**src/bets_pkg.sv**
```systemverilog
`timescale 1ns / 1ps
// bets_pkg: shared constants, codes and types of the bulb exposure timer
// used by bets_slot_bank, bets_exposure and bulb_exposure_timer_with_slots_core
package bets_pkg;

    // slot bank size and reporting cap
    localparam int SLOTS   = 8;
    localparam int SLOT_W  = (SLOTS > 1) ? $clog2(SLOTS) : 1;
    localparam int MAX_RES = 8;
    localparam int CNT_W   = $clog2(MAX_RES + 1);

    // timing constants
    localparam int SYNC_WAIT = 2000;
    localparam int MS_PER_S  = 1000;
    localparam int MS_W      = 11;
    localparam int MS_WRAP   = (1 << MS_W) - 1;

    // field widths
    localparam int KIND_W   = 3;
    localparam int EV_W     = 3;
    localparam int DUR_W    = 24;
    localparam int DELAY_W  = 16;
    localparam int TAG_W    = 8;
    localparam int SLOTF_W  = 3;
    localparam int CNT32_W  = 32;
    localparam int SKIP_W   = 8;
    localparam int CHG_W    = SKIP_W + 1;
    localparam int REM_W    = 26;
    localparam int SREM_W   = 24;
    localparam int OFS_W    = 16;

    // stream and config port widths
    localparam int IN_TDATA_W  = 56;
    localparam int OUT_TDATA_W = 112;
    localparam int CFG_IDX_W   = 3;
    localparam int CFG_DATA_W  = 16;

    // input kinds
    localparam logic [KIND_W-1:0] KIND_TICK   = 3'd0;
    localparam logic [KIND_W-1:0] KIND_START  = 3'd1;
    localparam logic [KIND_W-1:0] KIND_CANCEL = 3'd2;
    localparam logic [KIND_W-1:0] KIND_ARM    = 3'd3;
    localparam logic [KIND_W-1:0] KIND_CLEAR  = 3'd4;

    // result events
    localparam logic [EV_W-1:0] EV_STATUS = 3'd0;
    localparam logic [EV_W-1:0] EV_OPEN   = 3'd1;
    localparam logic [EV_W-1:0] EV_CLOSE  = 3'd2;
    localparam logic [EV_W-1:0] EV_SWITCH = 3'd3;
    localparam logic [EV_W-1:0] EV_FIRE   = 3'd4;
    localparam logic [EV_W-1:0] EV_DROP   = 3'd5;

    // register indexes
    localparam logic [CFG_IDX_W-1:0] CFG_SYNC_MODE  = 3'd0;
    localparam logic [CFG_IDX_W-1:0] CFG_PC_SYNC    = 3'd1;
    localparam logic [CFG_IDX_W-1:0] CFG_END_OFFSET = 3'd2;
    localparam logic [CFG_IDX_W-1:0] CFG_OFFSET     = 3'd3;
    localparam logic [CFG_IDX_W-1:0] CFG_OFFSET_NEG = 3'd4;

    // configuration seen by the exposure logic
    typedef struct packed {
        logic               sync_mode;
        logic               pc_sync_required;
        logic [OFS_W-1:0]   bulb_end_offset;
        logic [OFS_W-1:0]   bulb_offset;
        logic               offset_negative;
    } bets_cfg_t;

    // exposure step request
    typedef struct packed {
        logic               tick;
        logic               start;
        logic               cancel;
        logic               sync_level;
        logic [DUR_W-1:0]   duration;
    } bets_exp_ctrl_t;

    // exposure step outcome and state flags
    typedef struct packed {
        logic               hit;
        logic [EV_W-1:0]    ev;
        logic               running;
        logic               sync_flag;
    } bets_exp_stat_t;

    // slot bank control from the sequencer
    typedef struct packed {
        logic               rd_en;
        logic [SLOT_W-1:0]  rd_addr;
        logic               commit;
        logic [SLOT_W-1:0]  idx;
        logic [CHG_W-1:0]   charge;
        logic               arm;
        logic [DELAY_W-1:0] arm_delay;
        logic [TAG_W-1:0]   arm_tag;
    } bets_slot_ctrl_t;

    // slot bank status to the sequencer
    typedef struct packed {
        logic               fire;
        logic [TAG_W-1:0]   tag;
        logic               any_free;
        logic [SLOT_W-1:0]  free_idx;
    } bets_slot_stat_t;

endpackage

```
**src/bulb_exposure_timer_with_slots_core.sv**
```systemverilog
`timescale 1ns / 1ps
// bulb_exposure_timer_with_slots_core: top level, sequencer, counters, output word
// depends on bets_pkg, bets_exposure, bets_slot_bank
//
//  channel  dir  handshake              payload
//  s_*      in   s_tvalid / s_tready    tuser: kind; tdata: sync_level, duration,
//                                       delay, action_id
//  m_*      out  m_tvalid / m_tready    tuser: event_res; tlast: last; tdata: fired_action,
//                                       fired_slot, event_count, total_ms, seconds_count,
//                                       exposing, sync_used
//  cfg_*    in   cfg_valid / cfg_ready  cfg_index, cfg_data
//
// a tick that scans the slots passes them one per cycle, while the scan is not stalled,
// through the shared charge unit and its slot memory read port.
// every other word, including exposure ticks that hit, goes from exec straight to flush.
// a full output register stalls the scan only when a second fired slot is found,
// and holds the final word in the flush state until the register frees.
// rst_n clears counters, exposure state, busy bits and configuration at once.
module bulb_exposure_timer_with_slots_core (
    input  logic                               clk,
    input  logic                               rst_n,
    input  logic                               s_tvalid,
    output logic                               s_tready,
    input  logic [bets_pkg::IN_TDATA_W-1:0]    s_tdata,   // sync_level, duration, delay,
                                                          // action_id, zero pad
    input  logic [bets_pkg::KIND_W-1:0]        s_tuser,   // kind
    output logic                               m_tvalid,
    input  logic                               m_tready,
    output logic [bets_pkg::OUT_TDATA_W-1:0]   m_tdata,   // fired_action, fired_slot,
                                                          // event_count, total_ms,
                                                          // seconds_count, exposing,
                                                          // sync_used, zero pad
    output logic [bets_pkg::EV_W-1:0]          m_tuser,   // event_res
    output logic                               m_tlast,
    input  logic                               cfg_valid,
    output logic                               cfg_ready,
    input  logic [bets_pkg::CFG_IDX_W-1:0]     cfg_index,
    input  logic [bets_pkg::CFG_DATA_W-1:0]    cfg_data
);

    // sequencer states
    localparam logic [2:0] ST_IDLE  = 3'd0;
    localparam logic [2:0] ST_EXEC  = 3'd1;
    localparam logic [2:0] ST_PRIME = 3'd2;
    localparam logic [2:0] ST_SCAN  = 3'd3;
    localparam logic [2:0] ST_FLUSH = 3'd4;

    logic [2:0] state_reg, state_next;

    // captured input word
    logic [bets_pkg::KIND_W-1:0]  kind_reg;
    logic                         lvl_reg;
    logic [bets_pkg::DUR_W-1:0]   dur_reg;
    logic [bets_pkg::DELAY_W-1:0] delay_reg;
    logic [bets_pkg::TAG_W-1:0]   act_reg;

    // counters
    logic [bets_pkg::MS_W-1:0]    ms_reg,      ms_next;
    logic [bets_pkg::CNT32_W-1:0] event_reg,   event_next;
    logic [bets_pkg::CNT32_W-1:0] sec_reg,     sec_next;
    logic [bets_pkg::CNT32_W-1:0] total_reg,   total_next;
    logic [bets_pkg::SKIP_W-1:0]  skipped_reg, skipped_next;

    // scan and pending result
    logic [bets_pkg::SLOT_W-1:0]  idx_reg,      idx_next;
    logic [bets_pkg::CNT_W-1:0]   rep_cnt_reg,  rep_cnt_next;
    logic                         pend_valid_reg, pend_valid_next;
    logic [bets_pkg::EV_W-1:0]    pend_ev_reg,  pend_ev_next;
    logic [bets_pkg::TAG_W-1:0]   pend_act_reg, pend_act_next;
    logic [bets_pkg::SLOTF_W-1:0] pend_slot_reg, pend_slot_next;

    // configuration
    bets_pkg::bets_cfg_t cfg_reg;

    // output register
    logic                           out_valid_reg;
    logic [bets_pkg::OUT_TDATA_W-1:0] out_data_reg;
    logic [bets_pkg::EV_W-1:0]      out_ev_reg;
    logic                           out_last_reg;

    bets_pkg::bets_exp_ctrl_t  exp_ctrl;
    bets_pkg::bets_exp_stat_t  exp_stat;
    bets_pkg::bets_slot_ctrl_t slot_ctrl;
    bets_pkg::bets_slot_stat_t slot_stat;

    logic                         s_accept;
    logic                         out_free;
    logic                         scan_report;
    logic                         scan_adv;
    logic                         out_push;
    logic                         out_final;
    logic                         out_load;
    logic [bets_pkg::MS_W-1:0]    ms_inc;
    logic [bets_pkg::CNT32_W-1:0] total_inc;
    logic                         last_slot;

    assign s_tready  = (state_reg == ST_IDLE);
    assign s_accept  = s_tvalid && s_tready;
    assign cfg_ready = 1'b1;
    assign out_free  = !out_valid_reg || m_tready;

    // configuration writes
    always_ff @(posedge clk or negedge rst_n)
    begin
        if (!rst_n)
        begin
            cfg_reg <= '0;
        end
        else if (cfg_valid && cfg_ready)
        begin
            unique case (cfg_index)
                bets_pkg::CFG_SYNC_MODE:  cfg_reg.sync_mode        <= cfg_data[0];
                bets_pkg::CFG_PC_SYNC:    cfg_reg.pc_sync_required <= cfg_data[0];
                bets_pkg::CFG_END_OFFSET: cfg_reg.bulb_end_offset  <= cfg_data;
                bets_pkg::CFG_OFFSET:     cfg_reg.bulb_offset      <= cfg_data;
                bets_pkg::CFG_OFFSET_NEG: cfg_reg.offset_negative  <= cfg_data[0];
                default:                  cfg_reg                  <= cfg_reg;
            endcase
        end
    end

    // input word capture
    always_ff @(posedge clk)
    begin
        if (s_accept)
        begin
            kind_reg  <= s_tuser;
            lvl_reg   <= s_tdata[0];
            dur_reg   <= s_tdata[24:1];
            delay_reg <= s_tdata[40:25];
            act_reg   <= s_tdata[48:41];
        end
    end

    // exposure unit
    assign exp_ctrl.tick       = (state_reg == ST_EXEC) && (kind_reg == bets_pkg::KIND_TICK);
    assign exp_ctrl.start      = (state_reg == ST_EXEC) && (kind_reg == bets_pkg::KIND_START);
    assign exp_ctrl.cancel     = (state_reg == ST_EXEC) && (kind_reg == bets_pkg::KIND_CANCEL);
    assign exp_ctrl.sync_level = lvl_reg;
    assign exp_ctrl.duration   = dur_reg;

    bets_exposure u_exposure (
        .clk   (clk),
        .rst_n (rst_n),
        .cfg   (cfg_reg),
        .ctrl  (exp_ctrl),
        .stat  (exp_stat)
    );

    // slot scan control
    assign last_slot   = (idx_reg == bets_pkg::SLOT_W'(bets_pkg::SLOTS - 1));
    assign scan_report = slot_stat.fire && (rep_cnt_reg < bets_pkg::CNT_W'(bets_pkg::MAX_RES));
    assign scan_adv    = !(scan_report && pend_valid_reg && !out_free);

    assign slot_ctrl.rd_en     = (state_reg == ST_PRIME) || (state_reg == ST_SCAN);
    assign slot_ctrl.rd_addr   = (state_reg == ST_PRIME) ? '0
                               : (scan_adv ? (idx_reg + 1'b1) : idx_reg);
    assign slot_ctrl.commit    = (state_reg == ST_SCAN) && scan_adv;
    assign slot_ctrl.idx       = idx_reg;
    assign slot_ctrl.charge    = bets_pkg::CHG_W'(skipped_reg) + 1'b1;
    assign slot_ctrl.arm       = (state_reg == ST_EXEC) && (kind_reg == bets_pkg::KIND_ARM)
                               && slot_stat.any_free;
    assign slot_ctrl.arm_delay = delay_reg;
    assign slot_ctrl.arm_tag   = act_reg;

    bets_slot_bank u_slot_bank (
        .clk   (clk),
        .rst_n (rst_n),
        .ctrl  (slot_ctrl),
        .stat  (slot_stat)
    );

    // millisecond and total counter steps
    assign ms_inc    = ms_reg + 1'b1;
    assign total_inc = (ms_reg == bets_pkg::MS_W'(bets_pkg::MS_WRAP))
                     ? (total_reg - bets_pkg::CNT32_W'(bets_pkg::MS_WRAP))
                     : (total_reg + 1'b1);

    // sequencer
    always_comb
    begin
        state_next      = state_reg;
        ms_next         = ms_reg;
        event_next      = event_reg;
        sec_next        = sec_reg;
        total_next      = total_reg;
        skipped_next    = skipped_reg;
        idx_next        = idx_reg;
        rep_cnt_next    = rep_cnt_reg;
        pend_valid_next = pend_valid_reg;
        pend_ev_next    = pend_ev_reg;
        pend_act_next   = pend_act_reg;
        pend_slot_next  = pend_slot_reg;
        unique case (state_reg)
            ST_IDLE:
            begin
                if (s_accept)
                begin
                    state_next = ST_EXEC;
                end
            end
            ST_EXEC:
            begin
                pend_valid_next = 1'b0;
                pend_ev_next    = bets_pkg::EV_STATUS;
                pend_act_next   = '0;
                pend_slot_next  = '0;
                state_next      = ST_FLUSH;
                unique case (kind_reg)
                    bets_pkg::KIND_TICK:
                    begin
                        event_next = event_reg + 1'b1;
                        total_next = total_inc;
                        ms_next    = ms_inc;
                        if (exp_stat.hit)
                        begin
                            skipped_next = skipped_reg + 1'b1;
                            pend_ev_next = exp_stat.ev;
                        end
                        else
                        begin
                            // seconds rollover, then scan the slots
                            if (ms_inc >= bets_pkg::MS_W'(bets_pkg::MS_PER_S))
                            begin
                                ms_next  = ms_inc - bets_pkg::MS_W'(bets_pkg::MS_PER_S);
                                sec_next = sec_reg + 1'b1;
                            end
                            idx_next     = '0;
                            rep_cnt_next = '0;
                            state_next   = ST_PRIME;
                        end
                    end
                    bets_pkg::KIND_ARM:
                    begin
                        if (slot_stat.any_free)
                        begin
                            pend_slot_next = bets_pkg::SLOTF_W'(slot_stat.free_idx);
                        end
                        else
                        begin
                            pend_ev_next = bets_pkg::EV_DROP;
                        end
                    end
                    bets_pkg::KIND_CLEAR:
                    begin
                        event_next = '0;
                    end
                    default:
                    begin
                        // start, cancel and unused kinds give a status word
                        pend_ev_next = bets_pkg::EV_STATUS;
                    end
                endcase
            end
            ST_PRIME:
            begin
                state_next = ST_SCAN;
            end
            ST_SCAN:
            begin
                if (scan_adv)
                begin
                    if (scan_report)
                    begin
                        rep_cnt_next    = rep_cnt_reg + 1'b1;
                        pend_valid_next = 1'b1;
                        pend_ev_next    = bets_pkg::EV_FIRE;
                        pend_act_next   = slot_stat.tag;
                        pend_slot_next  = bets_pkg::SLOTF_W'(idx_reg);
                    end
                    if (last_slot)
                    begin
                        skipped_next = '0;
                        state_next   = ST_FLUSH;
                    end
                    else
                    begin
                        idx_next = idx_reg + 1'b1;
                    end
                end
            end
            ST_FLUSH:
            begin
                if (out_free)
                begin
                    pend_valid_next = 1'b0;
                    state_next      = ST_IDLE;
                end
            end
            default:
            begin
                state_next = ST_IDLE;
            end
        endcase
    end

    always_ff @(posedge clk or negedge rst_n)
    begin
        if (!rst_n)
        begin
            state_reg      <= ST_IDLE;
            ms_reg         <= '0;
            event_reg      <= '0;
            sec_reg        <= '0;
            total_reg      <= '0;
            skipped_reg    <= '0;
            idx_reg        <= '0;
            rep_cnt_reg    <= '0;
            pend_valid_reg <= 1'b0;
            pend_ev_reg    <= bets_pkg::EV_STATUS;
            pend_act_reg   <= '0;
            pend_slot_reg  <= '0;
        end
        else
        begin
            state_reg      <= state_next;
            ms_reg         <= ms_next;
            event_reg      <= event_next;
            sec_reg        <= sec_next;
            total_reg      <= total_next;
            skipped_reg    <= skipped_next;
            idx_reg        <= idx_next;
            rep_cnt_reg    <= rep_cnt_next;
            pend_valid_reg <= pend_valid_next;
            pend_ev_reg    <= pend_ev_next;
            pend_act_reg   <= pend_act_next;
            pend_slot_reg  <= pend_slot_next;
        end
    end

    // output register: earlier fired slot on a new find, pending word at flush
    assign out_push  = (state_reg == ST_SCAN) && scan_report && pend_valid_reg && out_free;
    assign out_final = (state_reg == ST_FLUSH) && out_free;
    assign out_load  = out_push || out_final;

    always_ff @(posedge clk or negedge rst_n)
    begin
        if (!rst_n)
        begin
            out_valid_reg <= 1'b0;
        end
        else if (out_load)
        begin
            out_valid_reg <= 1'b1;
        end
        else if (m_tready)
        begin
            out_valid_reg <= 1'b0;
        end
    end

    always_ff @(posedge clk)
    begin
        if (out_load)
        begin
            out_ev_reg   <= pend_ev_reg;
            out_last_reg <= out_final;
            out_data_reg <= {3'b000, exp_stat.sync_flag, exp_stat.running, sec_reg,
                             total_reg, event_reg, pend_slot_reg, pend_act_reg};
        end
    end

    assign m_tvalid = out_valid_reg;
    assign m_tdata  = out_data_reg;
    assign m_tuser  = out_ev_reg;
    assign m_tlast  = out_last_reg;

`ifndef SYNTHESIS
    // a word waits in the pending stage exactly when a slot has been reported
    assert property (@(posedge clk) disable iff (!rst_n)
        (state_reg == ST_SCAN) |-> (pend_valid_reg == (rep_cnt_reg != '0)))
        else $error("core: pending word out of step with report count");

    // never more fired slots reported than the cap
    assert property (@(posedge clk) disable iff (!rst_n)
        rep_cnt_reg <= bets_pkg::CNT_W'(bets_pkg::MAX_RES))
        else $error("core: report count above cap");

    // the flush always closes the run with a marked final word
    assert property (@(posedge clk) disable iff (!rst_n)
        ((state_reg == ST_FLUSH) && out_free) |=> (m_tvalid && m_tlast))
        else $error("core: flush did not present a final word");
`endif

endmodule

```
**src/bets_slot_bank.sv**
```systemverilog
`timescale 1ns / 1ps
// bets_slot_bank: delay slot memories, busy bits and the shared charge unit
// depends on bets_pkg
module bets_slot_bank (
    input  logic                      clk,
    input  logic                      rst_n,
    input  bets_pkg::bets_slot_ctrl_t ctrl,
    output bets_pkg::bets_slot_stat_t stat
);

    logic [bets_pkg::DELAY_W-1:0] time_mem [bets_pkg::SLOTS];
    logic [bets_pkg::TAG_W-1:0]   tag_mem  [bets_pkg::SLOTS];
    logic [bets_pkg::DELAY_W-1:0] time_rd_reg;
    logic [bets_pkg::TAG_W-1:0]   tag_rd_reg;
    logic [bets_pkg::SLOTS-1:0]   busy_reg;
    logic [bets_pkg::SLOTS-1:0]   busy_next;

    logic [bets_pkg::DELAY_W-1:0] charge_ext;
    logic [bets_pkg::DELAY_W-1:0] time_left;
    logic                         fire;
    logic [bets_pkg::SLOT_W-1:0]  free_idx;
    logic                         time_we;
    logic [bets_pkg::SLOT_W-1:0]  time_wa;
    logic [bets_pkg::DELAY_W-1:0] time_wd;

    // shared charge unit: one subtract and compare for the slot under scan
    assign charge_ext = bets_pkg::DELAY_W'(ctrl.charge);
    assign time_left  = time_rd_reg - charge_ext;
    assign fire       = busy_reg[ctrl.idx] && (time_rd_reg <= charge_ext);

    // lowest free slot
    always_comb
    begin
        free_idx = '0;
        for (int i = bets_pkg::SLOTS - 1; i >= 0; i--)
        begin
            if (!busy_reg[i])
            begin
                free_idx = bets_pkg::SLOT_W'(i);
            end
        end
    end

    // single write port: arm or scan write-back
    always_comb
    begin
        time_we = 1'b0;
        time_wa = ctrl.idx;
        time_wd = time_left;
        if (ctrl.arm)
        begin
            time_we = 1'b1;
            time_wa = free_idx;
            time_wd = ctrl.arm_delay;
        end
        else if (ctrl.commit && busy_reg[ctrl.idx] && !fire)
        begin
            time_we = 1'b1;
        end
    end

    // slot memories, registered read
    always_ff @(posedge clk)
    begin
        if (ctrl.rd_en)
        begin
            time_rd_reg <= time_mem[ctrl.rd_addr];
            tag_rd_reg  <= tag_mem[ctrl.rd_addr];
        end
        if (time_we)
        begin
            time_mem[time_wa] <= time_wd;
        end
        if (ctrl.arm)
        begin
            tag_mem[free_idx] <= ctrl.arm_tag;
        end
    end

    // busy bits
    always_comb
    begin
        busy_next = busy_reg;
        if (ctrl.arm)
        begin
            busy_next[free_idx] = (ctrl.arm_delay != '0);
        end
        else if (ctrl.commit && fire)
        begin
            busy_next[ctrl.idx] = 1'b0;
        end
    end

    always_ff @(posedge clk or negedge rst_n)
    begin
        if (!rst_n)
        begin
            busy_reg <= '0;
        end
        else
        begin
            busy_reg <= busy_next;
        end
    end

    assign stat.fire     = fire;
    assign stat.tag      = tag_rd_reg;
    assign stat.any_free = ~&busy_reg;
    assign stat.free_idx = free_idx;

`ifndef SYNTHESIS
    // arming and scan write-back never share the write port
    assert property (@(posedge clk) disable iff (!rst_n) ctrl.arm |-> !ctrl.commit)
        else $error("slot bank: arm during scan commit");
`endif

endmodule

```
**src/bets_exposure.sv**
```systemverilog
`timescale 1ns / 1ps
// bets_exposure: bulb exposure state and its per-tick step
// depends on bets_pkg
module bets_exposure (
    input  logic                     clk,
    input  logic                     rst_n,
    input  bets_pkg::bets_cfg_t      cfg,
    input  bets_pkg::bets_exp_ctrl_t ctrl,
    output bets_pkg::bets_exp_stat_t stat
);

    logic                                pending_reg,   pending_next;
    logic                                running_reg,   running_next;
    logic                                sync_flag_reg, sync_flag_next;
    logic signed [bets_pkg::REM_W-1:0]   rem_reg,       rem_next;
    logic [bets_pkg::SREM_W-1:0]         sync_rem_reg,  sync_rem_next;

    logic signed [bets_pkg::REM_W-1:0]   rem_dec;
    logic signed [bets_pkg::REM_W-1:0]   end_ofs;
    logic signed [bets_pkg::REM_W-1:0]   ofs;
    logic signed [bets_pkg::REM_W-1:0]   wait_ms;
    logic signed [bets_pkg::REM_W-1:0]   rem_open;
    logic signed [bets_pkg::REM_W-1:0]   rem_trim;
    logic                                sync_arm;
    logic                                hit;
    logic [bets_pkg::EV_W-1:0]           ev;

    // arithmetic for opening and counting down
    assign sync_arm = cfg.sync_mode && !ctrl.sync_level;
    assign end_ofs  = $signed(bets_pkg::REM_W'(cfg.bulb_end_offset));
    assign ofs      = $signed(bets_pkg::REM_W'(cfg.bulb_offset));
    assign wait_ms  = (sync_arm && cfg.pc_sync_required)
                    ? $signed(bets_pkg::REM_W'(bets_pkg::SYNC_WAIT)) : '0;
    assign rem_open = cfg.offset_negative ? (rem_reg + wait_ms - ofs)
                                          : (rem_reg + wait_ms + ofs);
    assign rem_trim = rem_reg - end_ofs;
    assign rem_dec  = rem_reg - $signed(bets_pkg::REM_W'(1));

    // exposure step
    always_comb
    begin
        pending_next   = pending_reg;
        running_next   = running_reg;
        sync_flag_next = sync_flag_reg;
        rem_next       = rem_reg;
        sync_rem_next  = sync_rem_reg;
        hit            = 1'b0;
        ev             = bets_pkg::EV_STATUS;
        if (ctrl.start)
        begin
            running_next = 1'b0;
            rem_next     = $signed(bets_pkg::REM_W'(ctrl.duration));
            pending_next = 1'b1;
        end
        else if (ctrl.cancel)
        begin
            running_next = 1'b0;
            rem_next     = '0;
            pending_next = 1'b0;
        end
        else if (ctrl.tick)
        begin
            if (pending_reg)
            begin
                // open the shutter
                if (sync_arm && (rem_reg > end_ofs))
                begin
                    sync_rem_next = rem_trim[bets_pkg::SREM_W-1:0];
                end
                else
                begin
                    sync_rem_next = '0;
                end
                pending_next = 1'b0;
                running_next = 1'b1;
                rem_next     = rem_open;
                hit          = 1'b1;
                ev           = bets_pkg::EV_OPEN;
            end
            else if (running_reg)
            begin
                rem_next = rem_dec;
                if (rem_dec[bets_pkg::REM_W-1] || (rem_dec == '0))
                begin
                    // time is up
                    running_next = 1'b0;
                    if (sync_rem_reg != '0)
                    begin
                        sync_flag_next = 1'b0;
                    end
                    hit = 1'b1;
                    ev  = bets_pkg::EV_CLOSE;
                end
                else if ((sync_rem_reg != '0) && ctrl.sync_level)
                begin
                    // flash sync seen: finish on the sync duration
                    rem_next       = $signed(bets_pkg::REM_W'(sync_rem_reg));
                    sync_rem_next  = '0;
                    sync_flag_next = 1'b1;
                    hit            = 1'b1;
                    ev             = bets_pkg::EV_SWITCH;
                end
            end
        end
    end

    always_ff @(posedge clk or negedge rst_n)
    begin
        if (!rst_n)
        begin
            pending_reg   <= 1'b0;
            running_reg   <= 1'b0;
            sync_flag_reg <= 1'b0;
            rem_reg       <= '0;
            sync_rem_reg  <= '0;
        end
        else
        begin
            pending_reg   <= pending_next;
            running_reg   <= running_next;
            sync_flag_reg <= sync_flag_next;
            rem_reg       <= rem_next;
            sync_rem_reg  <= sync_rem_next;
        end
    end

    assign stat.hit       = hit;
    assign stat.ev        = ev;
    assign stat.running   = running_reg;
    assign stat.sync_flag = sync_flag_reg;

`ifndef SYNTHESIS
    // an exposure is either waiting to open or running, never both
    assert property (@(posedge clk) disable iff (!rst_n) !(pending_reg && running_reg))
        else $error("exposure: pending and running together");
`endif

endmodule
```
**config.mk**
```make
export PLATFORM = sky130hd
export DESIGN_NAME = bulb_exposure_timer_with_slots_core
export DESIGN_NICKNAME = d
export VERILOG_FILES = /design/src/bets_pkg.sv /design/src/bulb_exposure_timer_with_slots_core.sv /design/src/bets_slot_bank.sv /design/src/bets_exposure.sv
export SDC_FILE = /design/constraint.sdc
export NUM_CORES = 1
export LEC_CHECK = 0
export ABC_AREA = 1
export ABC_CLOCK_PERIOD_IN_PS = 16600
export BUFFER_PORTS_ARGS = -buffer_cell sky130_fd_sc_hd__buf_4
export CORE_MARGIN = 2
export CORE_UTILIZATION = 42
export CTS_CLUSTER_SIZE = 24
export DETAILED_ROUTE_END_ITERATION = 10
export PLACE_DENSITY_LB_ADDON = 0.05
export SLEW_MARGIN = 40
export SYNTH_ARGS = -nofsm -noshare
export SYNTH_HDL_FRONTEND = slang
export SYNTH_HIERARCHICAL = 1
export SYNTH_SLANG_ARGS = --single-unit
```
**constraint.sdc**
```tcl
create_clock -name clk -period 16.6 [get_ports clk]
set_clock_uncertainty 0.15 [all_clocks]
set_input_delay 3.32 -clock clk [delete_from_list [all_inputs] [get_ports clk]]
set_output_delay 3.32 -clock clk [all_outputs]
set_load 0.02 [all_outputs]
```
==> impl_metrics.tcl, run 1 <==
set metrics [dict create \
    place_hpwl_um 61700 \
    cts_buffer_depth 3 \
    ys.flop_type "edfxtp_1" \
    cts_sinks 618 \
    gp_congestion 0.911 \
    multi_input_comb_area_um2 13300 \
    power.switching_mw 2.50 \
    critPathKind "input port to register" \
    dieArea_um2 80400 \
    grt_pass1_wl_um 139000 \
    die-width_um 283 \
    syn_to_final_growth_pct 14.2 \
    top_register "u_slot_bank/time_mem" \
    synth-edff-count 381 \
    rsz0062_at_grt "no" \
    htreeDepth 3 \
    cts_inserted_buffers 70 \
    r2r_slack_ps 11150 \
    synth_seq_area_share_pct 53.0 \
    cts.clk_slew.worst_paths_ps 60 \
    critical_path_depth 12 \
    critPathRequiredTime_ps 16910 \
    outcome "complete, no violations" \
    finalInstanceArea_um2 37500 \
    grt_pass1_vias 24100 \
    n_antenna_cell 0 \
    drv_cap 0 \
    period_share_pct 35.9 \
    path_cells "buf_4, nor2_1, nand2_1, o22ai_1, a21oi_4, buf_4, clkinv_2, buf_4, o21ai_0, o22ai_1, nor2_1, a31oi_1" \
    hp-class "register to register" \
    dieHeight_um 283 \
    vias_per_cell 5.12 \
    power.leakage_nw 15.9 \
    pre_cts_ws_ps 10050 \
    fmax_mhz 168 \
    period_needed_ps 5950 \
    cp_common_cell "buf_4" \
    reg2reg_depth 27 \
    wirelength_um 88700 \
    finalPower_mw 6.13 \
    slew_headroom_pct 42.9 \
    ff_latch_area_um2 17400 \
    r2r_start "skipped_reg[0]" \
    avgSynthCellArea_um2 8.68 \
    crit_slowest_cell "buf_4" \
    p_int_mw 3.63 \
    placed_cell_area_um2 35200 \
    p_seq_share_pct 35.4 \
    endpoint_kind "register" \
    r2r-end "u_slot_bank/tag_rd_reg[4]" \
    p_per_area_nw_per_um2 164 \
    rows 102 \
    clock_latency_ps 620 \
    grt_max_degree 80 \
    drt_first_pass_iters 6 \
    vdd_ir_drop_max_mv 0.107 \
    post_cts_buffers 0 \
    hold_viol_final 0 \
    yosys.cell_types.count 65 \
    nNetsFinal 4118 \
    grt.total_usage_pct 22.0 \
    cts_resized 0 \
    vias 25800 \
    grt.overflow.total 0 \
    layout_setup_ws_ps 10650 \
    drt_iter0_markers 1964 \
    largest_reg_flops 128 \
    ctsRootBufferMaster "clkbuf_16" \
    pin_count 202 \
    async_flop_share_pct 38.3 \
    fin_util_pct 48.4 \
    cp-start-kind "input port" \
    tightest_slew_ps 848 \
    portBuffers 190 \
    setup.worst_path.start "m_tready" \
    drc 0 \
    antenna_found_initial 1 \
    cp.arrival_ps 6270 \
    crit_fanout 72 \
    endpoint "u_slot_bank/time_rd_reg[10]" \
    syn_inst 3777 \
    start_util_pct 42.4 \
    crit_path_max_incr_delay_ps 630 \
    cts_tree "done" \
    path_buf_inv 4 \
    core_area_um2 77300 \
    pwr-share-comb_pct 40.2 \
    cts_hold_buf 0 \
    crit_family "buffers and inverters" \
    fillers 7592 \
    detail-route-antenna-nets 0 \
    p_sw_share_pct 40.8 \
    drive_gt1_share_pct 10.8 \
    ys_seq_elements 618 \
    ys_warn_count 6 \
    clkPwrFrac_pct 24.4 \
    syn_area_um2 32800 \
    drv_slew 0 \
    wl_per_cell_um 17.6 \
    tns_ps 0 \
    setup_viol 0 \
]
-- area by class of cell --
cell class / instances / share of cell area, %
Inverter: 423 / 4.26
Timing Repair Buffer: 223 / 4.52
Clock buffer: 87 / 4.90
Clock inverter: 40 / 0.959
Sequential cell: 618 / 46.4
Multi-Input combinational cell: 2612 / 35.5
Tap cell: 1040 / 3.47
-- cells by family after synthesis --
family / Yosys count / share of synthesized area (%)
and+or+nand+nor: 1786 / 23.4
other: 3 / 0.0343
xor gates and xnor gates: 108 / 2.91
adders and majority gates: 87 / 3.39
DFF: 618 / 53.0
muxes: 2 / 0.0648
buffers and inverters: 549 / 6.82
AOI/OAI and AO/OA: 624 / 10.4
-- routing by layer --
layer / up-vias / global-route usage, % / routed length, µm
met1: 12000 / 32.1 / 42600
met5: - / 0 / 12
met3: 140 / 2.99 / 4580
met4: 2 / 6.80 / 2390
met2: 636 / 34.1 / 39100
li1: 13000 / - / -
-- metrics by stage --
| stage | cells | hold slack [ps] |
|---|---|---|
| floorplan | 3779 | 275 |
| CTS | 5042 | 299 |
| global route | 5043 | 311 |
| finish | 5043 | 295 |
| global placement | 4915 | 283 |
| detailed placement | 4915 | 284 |
-- worst min path at each step --
stage,cells after the start,endpoint,start
after global placement,0,m_tdata[4],pend_act_reg[4]
after floorplan,0,m_tdata[0],pend_act_reg[0]
after detailed placement,0,m_tdata[1],pend_act_reg[1]
final,0,m_tdata[1],pend_act_reg[1]
after CTS,0,m_tdata[1],pend_act_reg[1]
after global routing,0,m_tdata[1],pend_act_reg[1]
-- cell usage after synthesis (all sizes together), types with 8 or more instances --
cell type | n | area, µm²
a21o | 8 | 60.1
a21oi | 170 | 870
a31oi | 40 | 250
buf | 61 | 398
clkbuf | 65 | 244
dfrtp | 237 | 5930
edfxtp | 381 | 11400
ha | 84 | 1050
inv | 419 | 1580
nand2 | 857 | 3290
nand3 | 255 | 1320
nand3b | 8 | 60.1
nand4 | 65 | 407
nor2 | 491 | 1990
nor3 | 81 | 415
nor4 | 15 | 109
o21ai | 317 | 1610
o21bai | 10 | 75.1
o22ai | 43 | 269
xnor2 | 42 | 375
xor2 | 66 | 578
-- worst reg2reg max path: cells and delay by family (launching register included) --
family	cells	cell delay (ps)
AND/OR/NAND/NOR	13	1630
buffers and inverters	6	1440
AO/OA/AOI/OAI	5	790
adder cells (fa/ha/maj)	2	540
flip-flops	1	370
XOR/XNOR	1	250
-- cells in the final DEF, fill, tap and decap left out, types with 7 or more instances in the layout --
cell type,instances
clkbuf_16,70
a21o_1,8
nor2_4,11
edfxtp_1,381
nand4_1,65
nor4_1,14
o22ai_1,43
buf_4,219
nand3b_1,8
o21ai_0,283
o21ai_1,29
nand2_1,834
clkinv_1,20
xor2_1,66
inv_1,405
o21bai_1,10
nor3_1,77
clkbuf_1,15
nor2_1,452
a21oi_1,158
a21oi_2,9
ha_1,84
o311ai_0,7
dfrtp_1,237
o31ai_1,7
nand3_1,248
nand2_2,19
clkinv_2,11
o21a_1,7
a31oi_1,40
xnor2_1,41
nor2_2,27
inv_2,12
-- power groups by stage --
| stage | Sequential (mW) | Combinational [mW] | Clock, mW |
|---|---|---|---|
| global route | 2.20 | 2.78 | 1.60 |
| detailed placement | 2.20 | 2.45 | 0 |
| floorplan | 2.17 | 1.75 | 0 |
| global placement | 2.20 | 2.44 | 0 |
| finish | 2.17 | 2.46 | 1.49 |
| CTS | 2.17 | 2.46 | 1.54 |
Power figures use the tool's default switching activity.
==> run 2, diff against run 1 <==
ABC_CLOCK_PERIOD_IN_PS = 5400   (was 16600)
clock period = 5.4 ns   (was 16.6 ns; I/O delays follow)
==> impl_metrics.tcl, run 2 (same netlist as run 1, synthesis figures left out) <==
set metrics [dict create \
    cts.clk_slew.worst_paths_ps 70 \
    hold_viol_final 0 \
    drt_first_pass_iters 5 \
    setup.worst_path.start "skipped_reg[1]" \
    drive_gt1_share_pct 11.0 \
    rsz0062_at_grt "no" \
    drc 0 \
    rows 102 \
    htreeDepth 3 \
    cts_resized 0 \
    fillers 7585 \
    period_share_pct 85.6 \
    cp_common_cell "nand2_1" \
    outcome "complete, no violations" \
    antenna_found_initial 1 \
    ctsRootBufferMaster "clkbuf_16" \
    crit_path_max_incr_delay_ps 450 \
    cp.arrival_ps 4920 \
    grt.overflow.total 0 \
    post_cts_buffers 0 \
    grt_pass1_wl_um 141000 \
    crit_fanout 56 \
    vias_per_cell 5.13 \
    fmax_mhz 216 \
    p_per_area_nw_per_um2 506 \
    die-width_um 283 \
    grt.total_usage_pct 22.3 \
    drv_slew 0 \
    cts_sinks 618 \
    setup_viol 0 \
    start_util_pct 42.4 \
    cts_tree "done" \
    wl_per_cell_um 17.7 \
    place_hpwl_um 62400 \
    slew_headroom_pct 47.5 \
    cp-start-kind "register" \
    top_register "u_slot_bank/time_mem" \
    cts_inserted_buffers 72 \
    largest_reg_flops 128 \
    tightest_slew_ps 787 \
    crit_slowest_cell "buf_4" \
    drt_iter0_markers 1944 \
    grt_max_degree 97 \
    cts_hold_buf 0 \
    grt_pass1_vias 24700 \
    hp-class "input port to asynchronous set/reset pin" \
    layout_common_cells "nand2_1, nor2_1, inv_1" \
    critPathRequiredTime_ps 5700 \
    vias 25900 \
    r2r-end "u_slot_bank/time_rd_reg[12]" \
    endpoint_kind "register" \
    r2r_slack_ps 780 \
    wirelength_um 89400 \
    drv_cap 0 \
    detail-route-antenna-nets 0 \
    nNetsFinal 4124 \
    dieHeight_um 283 \
    pin_count 202 \
    reg2reg_depth 26 \
    power.leakage_nw 16.0 \
    gp_congestion 0.883 \
    tns_ps 0 \
    r2r_start "skipped_reg[1]" \
    endpoint "u_slot_bank/time_rd_reg[12]" \
    clock_latency_ps 620 \
    core_area_um2 77300 \
    portBuffers 190 \
    cts_buffer_depth 3 \
    fin_util_pct 48.7 \
    final_common_cell "nand2_1" \
    period_needed_ps 4620 \
    dieArea_um2 80400 \
    critPathKind "register to register" \
    vdd_ir_drop_max_mv 0.288 \
    syn_to_final_growth_pct 14.9 \
]
## run 2: cell types whose count changed in the layout (fill, tap and decap cells not counted), sizes merged
cell	change
buf	+4
clkinvlp	+2
clkbuf	+8
bufinv	+1
diode	+1
clkinv	-11
## run 2: how the worst min path moves through the flow
stage | to | cells after the start | slack (ps) | start
global placement | m_tdata[7] | 0 | 280 | pend_act_reg[7]
finish | cfg_reg[32] | 1 | 240 | rst_n
CTS | cfg_reg[16] | 1 | 220 | rst_n
detailed placement | m_tdata[5] | 0 | 280 | pend_act_reg[5]
floorplan | m_tdata[0] | 0 | 280 | pend_act_reg[0]
global route | cfg_reg[32] | 1 | 260 | rst_n
## run 2: through the flow
stage	instances	cell area (µm²)	total power [mW]	setup WS (ps)	hold WS [ps]
after floorplan	3779	32800	12.0	56.1	275
after global placement	4919	35300	14.3	838	281
after detailed placement	4920	35400	14.4	831	284
after CTS	5047	37700	19.2	794	223
after global routing	5047	37700	20.4	251	255
final	5048	37700	19.1	775	242
## run 2: metal layers
metal | part of all wire (%) | routed length, µm | global-route usage [%]
met5 | 0.011 | 10 | 0
met4 | 2.2 | 1940 | 5.70
met3 | 5.0 | 4490 | 2.96
met2 | 45 | 40200 | 35.0
met1 | 48 | 42800 | 32.5
## run 2: worst max-delay path, delay by kind of cell, from the launching register on
kind | cells | cell delay, ps
xor+xnor | 1 | 270
compound gates | 5 | 830
fa+ha+maj | 2 | 540
buf+inv | 5 | 760
flops | 1 | 380
simple gates | 13 | 1480
## run 2: layout make-up
cell class | count | area, µm² | share of cell area [%]
Multi-Input combinational cell | 2612 | 13300 | 35.3
Timing Repair Buffer | 227 | 1820 | 4.83
Clock inverter | 32 | 309 | 0.820
Clock buffer | 95 | 1990 | 5.29
Antenna cell | 1 | 2.50 | 0.00664
Inverter | 423 | 1600 | 4.23
Tap cell | 1040 | 1300 | 3.45
Sequential cell | 618 | 17400 | 46.1
## run 2: where the power goes
part           switching (mW)  total (mW)  internal (mW)
Sequential              0.651        6.67           6.02
Combinational            5.05        7.61           2.56
Clock                    1.95        4.78           2.84
Total                    7.65        19.1           11.4
